==> config.mk <==
export PLATFORM = sky130hd
export DESIGN_NAME = cigar_parse_merge_core
export DESIGN_NICKNAME = d
export VERILOG_FILES = /design/src/rtl/cpm_pkg.sv /design/src/rtl/cigar_parse_merge_core.sv
export SDC_FILE = /design/constraint.sdc
export NUM_CORES = 1
export LEC_CHECK = 0
export BUFFER_PORTS_ARGS = -buffer_cell sky130_fd_sc_hd__buf_2
export CAP_MARGIN = 40
export CORE_MARGIN = 8
export CORE_UTILIZATION = 57
export DETAILED_ROUTE_END_ITERATION = 7
export PLACE_DENSITY = 0.75
export SLEW_MARGIN = 10
export SYNTH_ARGS = -nofsm -noshare
export SYNTH_HDL_FRONTEND = slang
export SYNTH_SLANG_ARGS = --single-unit
==> constraint.sdc <==
create_clock -name clk -period 4.8 [get_ports clk]
set_input_delay 0.48 -clock clk [delete_from_list [all_inputs] [get_ports clk]]
set_output_delay 0.48 -clock clk [all_outputs]
set_load 0.005 [all_outputs]
==> src/rtl/cpm_pkg.sv <==
// Package for the CIGAR parse-and-merge block: widths, character codes and
// the packed beat types of the input and result channels. No dependencies.
`default_nettype none

package cpm_pkg;

  // Width of an operation length; lengths saturate at all ones.
  localparam int LENGTH_BITS = 28;
  localparam logic [LENGTH_BITS-1:0] LEN_MAX = {LENGTH_BITS{1'b1}};

  localparam logic [7:0] CH_ZERO = 8'h30;  // '0'
  localparam logic [7:0] CH_NINE = 8'h39;  // '9'
  localparam logic [7:0] CH_EQ   = 8'h3D;  // '='
  localparam logic [7:0] CH_M    = 8'h4D;  // 'M'

  typedef struct packed {
    logic [7:0] char_in;
    logic       is_last;
  } cpm_in_t;

  typedef struct packed {
    logic [LENGTH_BITS-1:0] op_length;
    logic [7:0]             op_code;
    logic                   record_valid;
    logic                   run_end;
    logic                   bad_input;
  } cpm_out_t;

endpackage

`default_nettype wire

==> src/rtl/cigar_parse_merge_core.sv <==
// Top level of the streaming CIGAR parser with run merging.
// Depends on cpm_pkg for the beat types, widths and character codes.
`default_nettype none

// The block reads CIGAR text one character per input beat and returns merged
// operation records (length, code) on the result channel. It accepts one
// character per clock cycle while the result buffer has room: all parsing for
// a character is combinational and its results land in a two-entry result
// buffer. A character makes zero, one or two results; two arise only when the
// final character of a string changes the operation code, and in that case
// the input holds off while the second result drains. in_ready depends
// combinationally on out_ready: a character is taken when the buffer will
// be empty after this cycle's output beat. Digits build a decimal length that
// saturates at the maximum of the length field; an operation code with no
// digits counts as length 0. Both cases, and merge overflow, set the sticky
// bad_input flag, which clears together with all parser state after the last
// character. '=' is reported as 'M', every other non-digit byte is taken as an
// operation code, and digits after the last code are dropped. An empty string
// yields a single result with record_valid low.
module cigar_parse_merge_core (
  input  wire                    clk,
  input  wire                    rst_n,
  input  wire                    in_valid,
  output logic                   in_ready,
  input  wire cpm_pkg::cpm_in_t  in_data,
  output logic                   out_valid,
  input  wire                    out_ready,
  output cpm_pkg::cpm_out_t      out_data
);
  import cpm_pkg::*;

  // Parser state.
  logic [LENGTH_BITS-1:0] digit_accum_r, digit_accum_nxt;
  logic                   digits_seen_r, digits_seen_nxt;
  logic [LENGTH_BITS-1:0] held_length_r, held_length_nxt;
  logic [7:0]             held_code_r, held_code_nxt;
  logic                   held_valid_r, held_valid_nxt;
  logic                   error_r, error_nxt;

  // Result buffer: slot A drives the output, slot B holds a second result.
  logic     a_valid_r, a_valid_nxt;
  logic     b_valid_r, b_valid_nxt;
  cpm_out_t a_data_r, a_data_nxt;
  cpm_out_t b_data_r, b_data_nxt;

  logic in_acc;
  logic out_pop;

  logic                   is_digit;
  logic [3:0]             digit_val;
  logic [7:0]             code;
  logic [LENGTH_BITS+3:0] mac_sum;
  logic                   mac_ovf;
  logic [LENGTH_BITS-1:0] new_len;
  logic                   same_code;
  logic [LENGTH_BITS:0]   merge_sum;
  logic                   merge_ovf;
  logic                   emit_prev;
  logic                   emit_last;
  logic                   dig_err;
  logic                   upd_valid;
  logic [LENGTH_BITS-1:0] upd_length;
  logic [7:0]             upd_code;
  logic [LENGTH_BITS-1:0] upd_accum;
  logic                   upd_seen;
  cpm_out_t               prev_rec;
  cpm_out_t               last_rec;

  assign out_pop   = a_valid_r & out_ready;
  assign in_ready  = ~b_valid_r & (~a_valid_r | out_ready);
  assign in_acc    = in_valid & in_ready;
  assign out_valid = a_valid_r;
  assign out_data  = a_data_r;

  // Character decode and arithmetic.
  always_comb begin
    is_digit  = (in_data.char_in >= CH_ZERO) && (in_data.char_in <= CH_NINE);
    digit_val = 4'(in_data.char_in - CH_ZERO);
    code      = (in_data.char_in == CH_EQ) ? CH_M : in_data.char_in;

    // accum * 10 + digit, as two shifted adds; at most LENGTH_BITS + 4 bits.
    mac_sum = {1'b0, digit_accum_r, 3'b000} + {3'b000, digit_accum_r, 1'b0}
            + {{LENGTH_BITS{1'b0}}, digit_val};
    mac_ovf = |mac_sum[LENGTH_BITS+3:LENGTH_BITS];

    new_len   = digits_seen_r ? digit_accum_r : '0;
    dig_err   = ~is_digit & ~digits_seen_r;
    same_code = held_valid_r && (held_code_r == code);
    merge_sum = {1'b0, held_length_r} + {1'b0, new_len};
    merge_ovf = merge_sum[LENGTH_BITS];
    emit_prev = ~is_digit & held_valid_r & ~same_code;
    emit_last = in_data.is_last;

    error_nxt = error_r | dig_err | (is_digit & mac_ovf)
              | (~is_digit & same_code & merge_ovf);

    if (is_digit) begin
      upd_accum  = mac_ovf ? LEN_MAX : mac_sum[LENGTH_BITS-1:0];
      upd_seen   = 1'b1;
      upd_valid  = held_valid_r;
      upd_length = held_length_r;
      upd_code   = held_code_r;
    end else begin
      upd_accum = '0;
      upd_seen  = 1'b0;
      upd_valid = 1'b1;
      if (same_code) begin
        upd_length = merge_ovf ? LEN_MAX : merge_sum[LENGTH_BITS-1:0];
      end else begin
        upd_length = new_len;
      end
      upd_code = code;
    end

    prev_rec.op_length    = held_length_r;
    prev_rec.op_code      = held_code_r;
    prev_rec.record_valid = 1'b1;
    prev_rec.run_end      = 1'b0;
    prev_rec.bad_input    = error_nxt;

    last_rec.op_length    = upd_valid ? upd_length : '0;
    last_rec.op_code      = upd_valid ? upd_code : 8'h00;
    last_rec.record_valid = upd_valid;
    last_rec.run_end      = 1'b1;
    last_rec.bad_input    = error_nxt;
  end

  // Next parser state: the end of a string clears everything.
  always_comb begin
    digit_accum_nxt = digit_accum_r;
    digits_seen_nxt = digits_seen_r;
    held_length_nxt = held_length_r;
    held_code_nxt   = held_code_r;
    held_valid_nxt  = held_valid_r;
    if (in_acc) begin
      if (in_data.is_last) begin
        digit_accum_nxt = '0;
        digits_seen_nxt = 1'b0;
        held_length_nxt = '0;
        held_code_nxt   = 8'h00;
        held_valid_nxt  = 1'b0;
      end else begin
        digit_accum_nxt = upd_accum;
        digits_seen_nxt = upd_seen;
        held_length_nxt = upd_length;
        held_code_nxt   = upd_code;
        held_valid_nxt  = upd_valid;
      end
    end
  end

  // Result buffer update. A new character is only taken when both slots
  // will be free, so its results always start in slot A.
  always_comb begin
    a_valid_nxt = a_valid_r & ~out_pop;
    b_valid_nxt = b_valid_r;
    a_data_nxt  = a_data_r;
    b_data_nxt  = b_data_r;
    if (b_valid_r && out_pop) begin
      a_valid_nxt = 1'b1;
      a_data_nxt  = b_data_r;
      b_valid_nxt = 1'b0;
    end else if (in_acc) begin
      if (emit_prev) begin
        a_valid_nxt = 1'b1;
        a_data_nxt  = prev_rec;
        b_valid_nxt = emit_last;
        b_data_nxt  = last_rec;
      end else if (emit_last) begin
        a_valid_nxt = 1'b1;
        a_data_nxt  = last_rec;
      end
    end
  end

  always_ff @(posedge clk) begin
    if (!rst_n) begin
      digit_accum_r <= '0;
      digits_seen_r <= 1'b0;
      held_length_r <= '0;
      held_code_r   <= 8'h00;
      held_valid_r  <= 1'b0;
      error_r       <= 1'b0;
      a_valid_r     <= 1'b0;
      b_valid_r     <= 1'b0;
    end else begin
      digit_accum_r <= digit_accum_nxt;
      digits_seen_r <= digits_seen_nxt;
      held_length_r <= held_length_nxt;
      held_code_r   <= held_code_nxt;
      held_valid_r  <= held_valid_nxt;
      if (in_acc) begin
        error_r <= in_data.is_last ? 1'b0 : error_nxt;
      end
      a_valid_r <= a_valid_nxt;
      b_valid_r <= b_valid_nxt;
    end
  end

  always_ff @(posedge clk) begin
    a_data_r <= a_data_nxt;
    b_data_r <= b_data_nxt;
  end

  // The second slot is never filled while the output slot is empty.
  a_b_order: assert property (@(posedge clk) disable iff (!rst_n)
    b_valid_r |-> a_valid_r)
    else $error("result slot B occupied with slot A empty");

  // When two results are buffered, the first closes a record and the second
  // ends the string.
  a_pair_shape: assert property (@(posedge clk) disable iff (!rst_n)
    b_valid_r |-> (b_data_r.run_end && !a_data_r.run_end && a_data_r.record_valid))
    else $error("buffered result pair out of order");

  // A result that does not end a string always carries a record.
  a_mid_record: assert property (@(posedge clk) disable iff (!rst_n)
    (out_valid && !out_data.run_end) |-> out_data.record_valid)
    else $error("empty record emitted before end of string");

  // The last character of a string leaves the parser cleared.
  a_end_clear: assert property (@(posedge clk) disable iff (!rst_n)
    (in_acc && in_data.is_last) |=> (!held_valid_r && !digits_seen_r && !error_r))
    else $error("parser state not cleared after end of string");

  // Every accepted final character produces a result in the next cycle.
  a_end_emits: assert property (@(posedge clk) disable iff (!rst_n)
    (in_acc && in_data.is_last) |=> a_valid_r)
    else $error("end of string produced no result");

endmodule

`default_nettype wire
==> impl_metrics.yaml, run 1 <==
sta:
  period_minus_slack_ns: 4.24
  finalSetupViolCount: 0
  period_share_pct: 88.4
  drv_slew: 0
  setup_tns_ns: 0
  skew_ns: 0.00865
  rsz0062_at_grt: "no"
  finalHoldViolCount: 0
  slew_headroom_pct: 43.0
  tightest_slew_ns: 0.852
  max_clock_freq_mhz: 236
floorplan:
  design.core.area_sq_um: 17400
  start_util_pct: 58.4
  rows: 48
  die_area_sq_um: 22300
  die_h_microns: 149
  die_w_microns: 149
  num_io_pins: 54
clock_tree:
  cts_tree: "built"
  clk_pin_slew_worst_paths_ns: 0.06
  h-tree-depth: 4
  post-cts-setup-buffer-count: 0
  cts_hold_buf: 0
  numCtsBuffers: 17
  ctsRootBufferMaster: "clkbuf_16"
  insertion_delay_ns: 0.43
  clk_path_buf_depth: 2
  cts_resized: 0
  clock-sinks: 146
min_path:
  hold_class: "in2reg"
synthesis:
  ys_ff_latch: 146
  syn_area_sq_um: 10100
  yosysTopAreaCell: "edfxtp_1"
  synth.avg_cell_area_sq_um: 8.97
  synth.most_common_cell: "nand2_1"
  synth_cell_type_count: 82
  ys.flop_type: "edfxtp_1"
  synth.top_cells.by_count: "nand2_1 (132), a21oi_1 (91), nor2_1 (84), ha_1 (83), o21ai_0 (81)"
  synth_cells: 1130
  yosys_warnings: 0
  syn_nets: 1229
  ys_seq_area_share_pct: 36.4
  synth_edf_count: 77
  synthTopCellsByArea: "edfxtp_1 (23%), dfxtp_1 (14%), ha_1 (10%), nand2_1 (4.9%), a21oi_1 (4.5%)"
  async_flop_share_pct: 0
  synth_top_area_share_pct: 22.8
final_layout:
  nets: 1266
  num_antenna_cells: 0
  drive_above_1_share_pct: 12.1
  syn2layout_area_growth_pct: 10.7
  multiInputGateArea_sq_um: 6110
  fill_cells: 1451
  regArea_sq_um: 3690
critical_path:
  crit_type: "reg2reg"
  path_max_fanout: 30
  crit_required_ns: 4.98
  cpMaxStageDelayCell: "dfxtp_1"
  cp.buffers_inverters: 0
  end_kind: "flip-flop"
  crit_chain: "and2_1 > ha_1 > a2111oi_0 > o21ai_1 > a211oi_1 > and4bb_1 > nor2_2 > nand2_1 > o22ai_1 > o311ai_0 > o21a_1"
  worstSetupStartpointType: "flip-flop"
  worstPathArrival_ns: 4.42
  cp_top_family: "compound AO/OA/AOI/OAI gates"
  max_stage_delay_ns: 0.77
drt:
  num_vias: 8962
  first_iter_violations: 897
  post_drt_wl_per_cell_microns: 19.8
  postRouteAntennaNets: 0
  dr.pass1.iters: 5
  viasPerCell: 6.38
  routed_wl_microns: 27900
  drcViolationCount: 0
place:
  portBuffers: 53
  hpwlAfterDp_microns: 20400
  gp_congestion: 0.927
global_route:
  grt_max_degree: 53
  grt_pass1_wl_microns: 44800
  grt_pass1_vias: 8459
  grt_overflow: 0
  antenna_found_initial: 1
  grt_usage_pct: 25.1
power_and_ir_drop:
  ir_drop_mv: 0.274
  p_leak_nw: 4.92
  powerDensity_nw_per_um2: 263
  power_mw: 2.95
run:
  maxCapViolations: 0
status:
  status: "finished, final reports clean"
## worst paths after layout
check / startpoint / to / slack (ns) / cells past startpoint
worst max-delay path: digits_seen_r / out_data[37] / 0.56 / 11
worst min-delay path: in_data[1] / digit_accum_r[0] / 0.37 / 2
worst max register to register: digits_seen_r / out_data[37] / 0.56 / 11
worst min register to register: held_length_r[26] / held_length_r[26] / 0.51 / 2
## stage by stage
stage                     hold WS, ns  area (sq um)  cells  util (%)  setup WS [ns]
after floorplan                 0.466         10100   1130         -          0.807
after global placement          0.486         10600   1373      61.2          0.634
after detailed placement        0.497         10600   1373      61.2          0.555
after CTS                       0.349         11200   1405      64.7          0.589
after global routing            0.373         11200   1405      64.7         0.0453
final                           0.366         11200   1405      64.7          0.558
## flip-flops by register name (all words and copies together), names as in the netlist, 8 cells and up
signal	cells
digit_accum_r	28
held_code_r	8
b_data_r	38
held_length_r	28
out_data	39
## worst reg2reg max path, stage by stage (launching register included)
cell and delay, ns:
dfxtp_1 0.77, and2_1 0.27, ha_1 0.26, a2111oi_0 0.45, o21ai_1 0.24, a211oi_1 0.39
and4bb_1 0.29, nor2_2 0.37, nand2_1 0.28, o22ai_1 0.30, o311ai_0 0.20, o21a_1 0.18
## placed cells by master (no fill, tap or decap), types with 22 or more instances in the layout
master,synthesis,layout
nand2_1,132,132
a21oi_1,91,91
nor2_1,84,83
ha_1,83,83
o21ai_0,81,81
edfxtp_1,77,77
dfxtp_1,69,69
buf_2,5,53
and2_1,45,44
xnor2_1,33,33
inv_1,26,26
xor2_1,23,23
nand3_1,23,22
a21o_1,22,22
buf_4,0,22
## metal layers
layer / GRT usage (%) / routed length [microns] / vias to the layer above
li1: - / - / 4321
met1: 35.4 / 12500 / 4177
met2: 37.7 / 12200 / 410
met3: 4.25 / 2530 / 54
met4: 9.44 / 669 / 0
met5: 0 / 0 / -
## logic make-up after synthesis
| group | Yosys count | share of synthesized area [%] |
|---|---|---|
| DFF | 146 | 36.4 |
| muxes | 13 | 1.42 |
| AOI/OAI and AO/OA | 376 | 25.5 |
| buffers and inverters | 84 | 3.47 |
| adders and majority gates | 86 | 10.8 |
| and+or+nand+nor | 369 | 17.5 |
| xor gates and xnor gates | 56 | 4.84 |
## power breakdown
part           switching [mW]  internal, mW
registers              0.0170          1.36
clock network           0.557         0.824
logic                   0.135        0.0603
total                   0.709          2.24
## area by class of cell
cell class,instances,share of cell area [%]
clock buffer,18,3.82
timing repair buffer,75,3.83
multi-input combinational,900,54.4
tap,225,2.51
sequential,146,32.9
inverter,27,0.903
clock inverter,14,1.59
Power figures use the tool's default switching activity.
==> inputs of run 2 (changes only) <==
--- a/config.mk
+++ b/config.mk
@@ -5,11 +5,13 @@
 export SDC_FILE = /design/constraint.sdc
 export NUM_CORES = 1
 export LEC_CHECK = 0
+export ABC_AREA = 1
 export BUFFER_PORTS_ARGS = -buffer_cell sky130_fd_sc_hd__buf_2
 export CAP_MARGIN = 40
 export CORE_MARGIN = 8
 export CORE_UTILIZATION = 57
 export DETAILED_ROUTE_END_ITERATION = 7
+export GPL_ROUTABILITY_DRIVEN = 0
 export PLACE_DENSITY = 0.75
 export SLEW_MARGIN = 10
 export SYNTH_ARGS = -nofsm -noshare
==> run 2 against run 1 <==
- register-to-register slack better by 0.59 ns
- largest cell class unchanged
- critical endpoint unchanged
- worst hold slack worse by 0.061 ns
- critical path type unchanged
- synthesized cell count up 42%
==> impl_metrics.yaml, run 2 <==
sta:
  period_share_pct: 76.2
  max_clock_freq_mhz: 274
  period_minus_slack_ns: 3.66
  slew_headroom_pct: 41.4
  drv_slew: 0
  finalHoldViolCount: 0
  setup_tns_ns: 0
  skew_ns: 0.0123
  rsz0062_at_grt: "no"
  finalSetupViolCount: 0
  tightest_slew_ns: 0.877
global_route:
  grt_pass1_vias: 9635
  grt_max_degree: 67
  grt_usage_pct: 23.8
  grt_pass1_wl_microns: 46900
  grt_overflow: 0
  antenna_found_initial: 0
drt:
  postRouteAntennaNets: 0
  viasPerCell: 5.50
  first_iter_violations: 865
  num_vias: 10373
  routed_wl_microns: 28000
  post_drt_wl_per_cell_microns: 14.9
  drcViolationCount: 0
  dr.pass1.iters: 5
clock_tree:
  h-tree-depth: 4
  insertion_delay_ns: 0.44
  cts_tree: "built"
  numCtsBuffers: 17
  clk_pin_slew_worst_paths_ns: 0.07
  cts_hold_buf: 0
  cts_resized: 0
  post-cts-setup-buffer-count: 0
  ctsRootBufferMaster: "clkbuf_16"
  clock-sinks: 146
  clk_path_buf_depth: 2
floorplan:
  rows: 50
  num_io_pins: 54
  design.core.area_sq_um: 18700
  die_h_microns: 154
  die_w_microns: 154
  start_util_pct: 58.3
  die_area_sq_um: 23800
synthesis:
  synthSimpleGateAreaFrac_pct: 29.2
  synth_top_family_by_area: "simple AND/OR/NAND/NOR gates"
  yosysTopAreaCell: "edfxtp_1"
  synthTopCellsByArea: "edfxtp_1 (21%), nand2_1 (20%), dfxtp_1 (13%), ha_1 (9.5%), inv_1 (7.4%)"
  ys_ff_latch: 146
  synth.top_cells.by_count: "nand2_1 (577), inv_1 (214), a21oi_1 (137), nor2_1 (90)"
  synth.avg_cell_area_sq_um: 6.78
  async_flop_share_pct: 0
  synth_cell_type_count: 42
  yosys_warnings: 0
  ys.flop_type: "edfxtp_1"
  synth.most_common_cell: "nand2_1"
  syn_area_sq_um: 10900
  syn_nets: 1707
  synth_cells: 1608
  synth.area.mux_share_pct: 0
  synth_top_area_share_pct: 21.2
  yosys.area_share.adder_pct: 10.1
  synth_compound_gate_area_share_pct: 14.4
  synth_edf_count: 77
  synth_xor_xnor_area_share_pct: 2.65
  ys_seq_area_share_pct: 33.9
critical_path:
  crit_top_cell: "nand2_1"
  max_stage_delay_ns: 0.90
  critPathLaunch: "digits_seen_r"
  end_kind: "flip-flop"
  crit_end: "out_data[37]"
  r2r_setup_slack_ns: 1.14
  timing.rr.start: "digits_seen_r"
  reg2regPathDepth: 16
  crit_required_ns: 4.96
  r2r_end: "out_data[37]"
  path_max_fanout: 30
  worstSetupStartpointType: "flip-flop"
  worstPathArrival_ns: 3.82
  crit_chain: "nand2_1 > inv_1 > ha_1 > a21oi_1 > o21ai_0 > nand2_1 > nand2_1 > a21oi_1 > nand2_2 > nor2_2 > buf_4 > nand3_1 > nand2_1 > nand2_1 > nand2_1 > o21bai_1"
  crit_type: "reg2reg"
  cpMaxStageDelayCell: "dfxtp_1"
final_layout:
  nets: 1739
  syn2layout_area_growth_pct: 9.38
  multiInputGateArea_sq_um: 6150
  num_antenna_cells: 0
  drive_above_1_share_pct: 7.50
  final_cell_mix: "nand2_1 (576), inv_1 (213), a21oi_1 (137), nor2_1 (89), ha_1 (83)"
  regArea_sq_um: 3690
  fill_cells: 1742
  largest_reg_flops: 39
  final_common_cell: "nand2_1"
place:
  hpwlAfterDp_microns: 20600
  portBuffers: 53
power_and_ir_drop:
  power_mw: 2.89
  p_leak_nw: 5.93
  powerDensity_nw_per_um2: 242
  ir_drop_mv: 0.252
status:
  status: "finished, final reports clean"
run:
  maxCapViolations: 0
min_path:
  hold_class: "in2reg"
## run 2: how the worst min path moves through the flow
stage,endpoint,from,depth (start not counted)
2_1_floorplan,error_r,error_r,2
3_3_place_gp,error_r,error_r,2
4_1_cts,b_valid_r,rst_n,3
6_report,out_valid,rst_n,3
3_5_place_dp,error_r,error_r,2
5_1_grt,b_valid_r,rst_n,3
## run 2: metal layers
layer	routed length (microns)	GRT usage, %	up-vias	part of all wire, %
met3	1790	3.20	31	6.4
met5	0	0	-	0
met1	13400	33.4	4732	48
li1	-	-	5255	-
met2	12300	37.2	355	44
met4	486	7.70	0	1.7
## run 2: worst max-delay path: cells and delay by family, from the launching register on
kind	cells	cell delay, ns
AO/OA/AOI/OAI	4	0.63
adder cells (fa/ha/maj)	1	0.28
buffers and inverters	2	0.42
flip-flops	1	0.90
AND/OR/NAND/NOR	9	1.13
## run 2: kinds of logic (layout without fill, tap and decap cells)
logic type,after synthesis,count (layout)
AO/OA/AOI/OAI,279,279
XOR/XNOR,33,33
adder cells (fa/ha/maj),86,86
buffers and inverters,271,316
flip-flops,146,146
AND/OR/NAND/NOR,793,793
## run 2: final cells by class
cell class,instances,area share (%)
Timing Repair Buffer,65,3.09
Multi-Input combinational cell,1191,51.6
Clock buffer,17,3.57
Sequential cell,146,31.0
Tap cell,234,2.46
Inverter,219,6.90
Clock inverter,15,1.41
## run 2: report_power, final
group	switching [mW]	internal [mW]
combinational	0.148	0.0522
sequential	0.0138	1.35
clock	0.586	0.737
## run 2: per-stage QoR
stage          util (%)  cells  instance area [sq um]  setup slack (ns)  hold WS, ns
5_1_grt            63.7   1887                  11900             0.733        0.309
4_1_cts            63.7   1887                  11900              1.16        0.301
2_1_floorplan         -   1608                  10900              1.73        0.445
3_3_place_gp       60.6   1855                  11300              1.18        0.454
6_report           63.7   1887                  11900              1.14        0.304
3_5_place_dp       60.6   1855                  11300              1.16        0.462
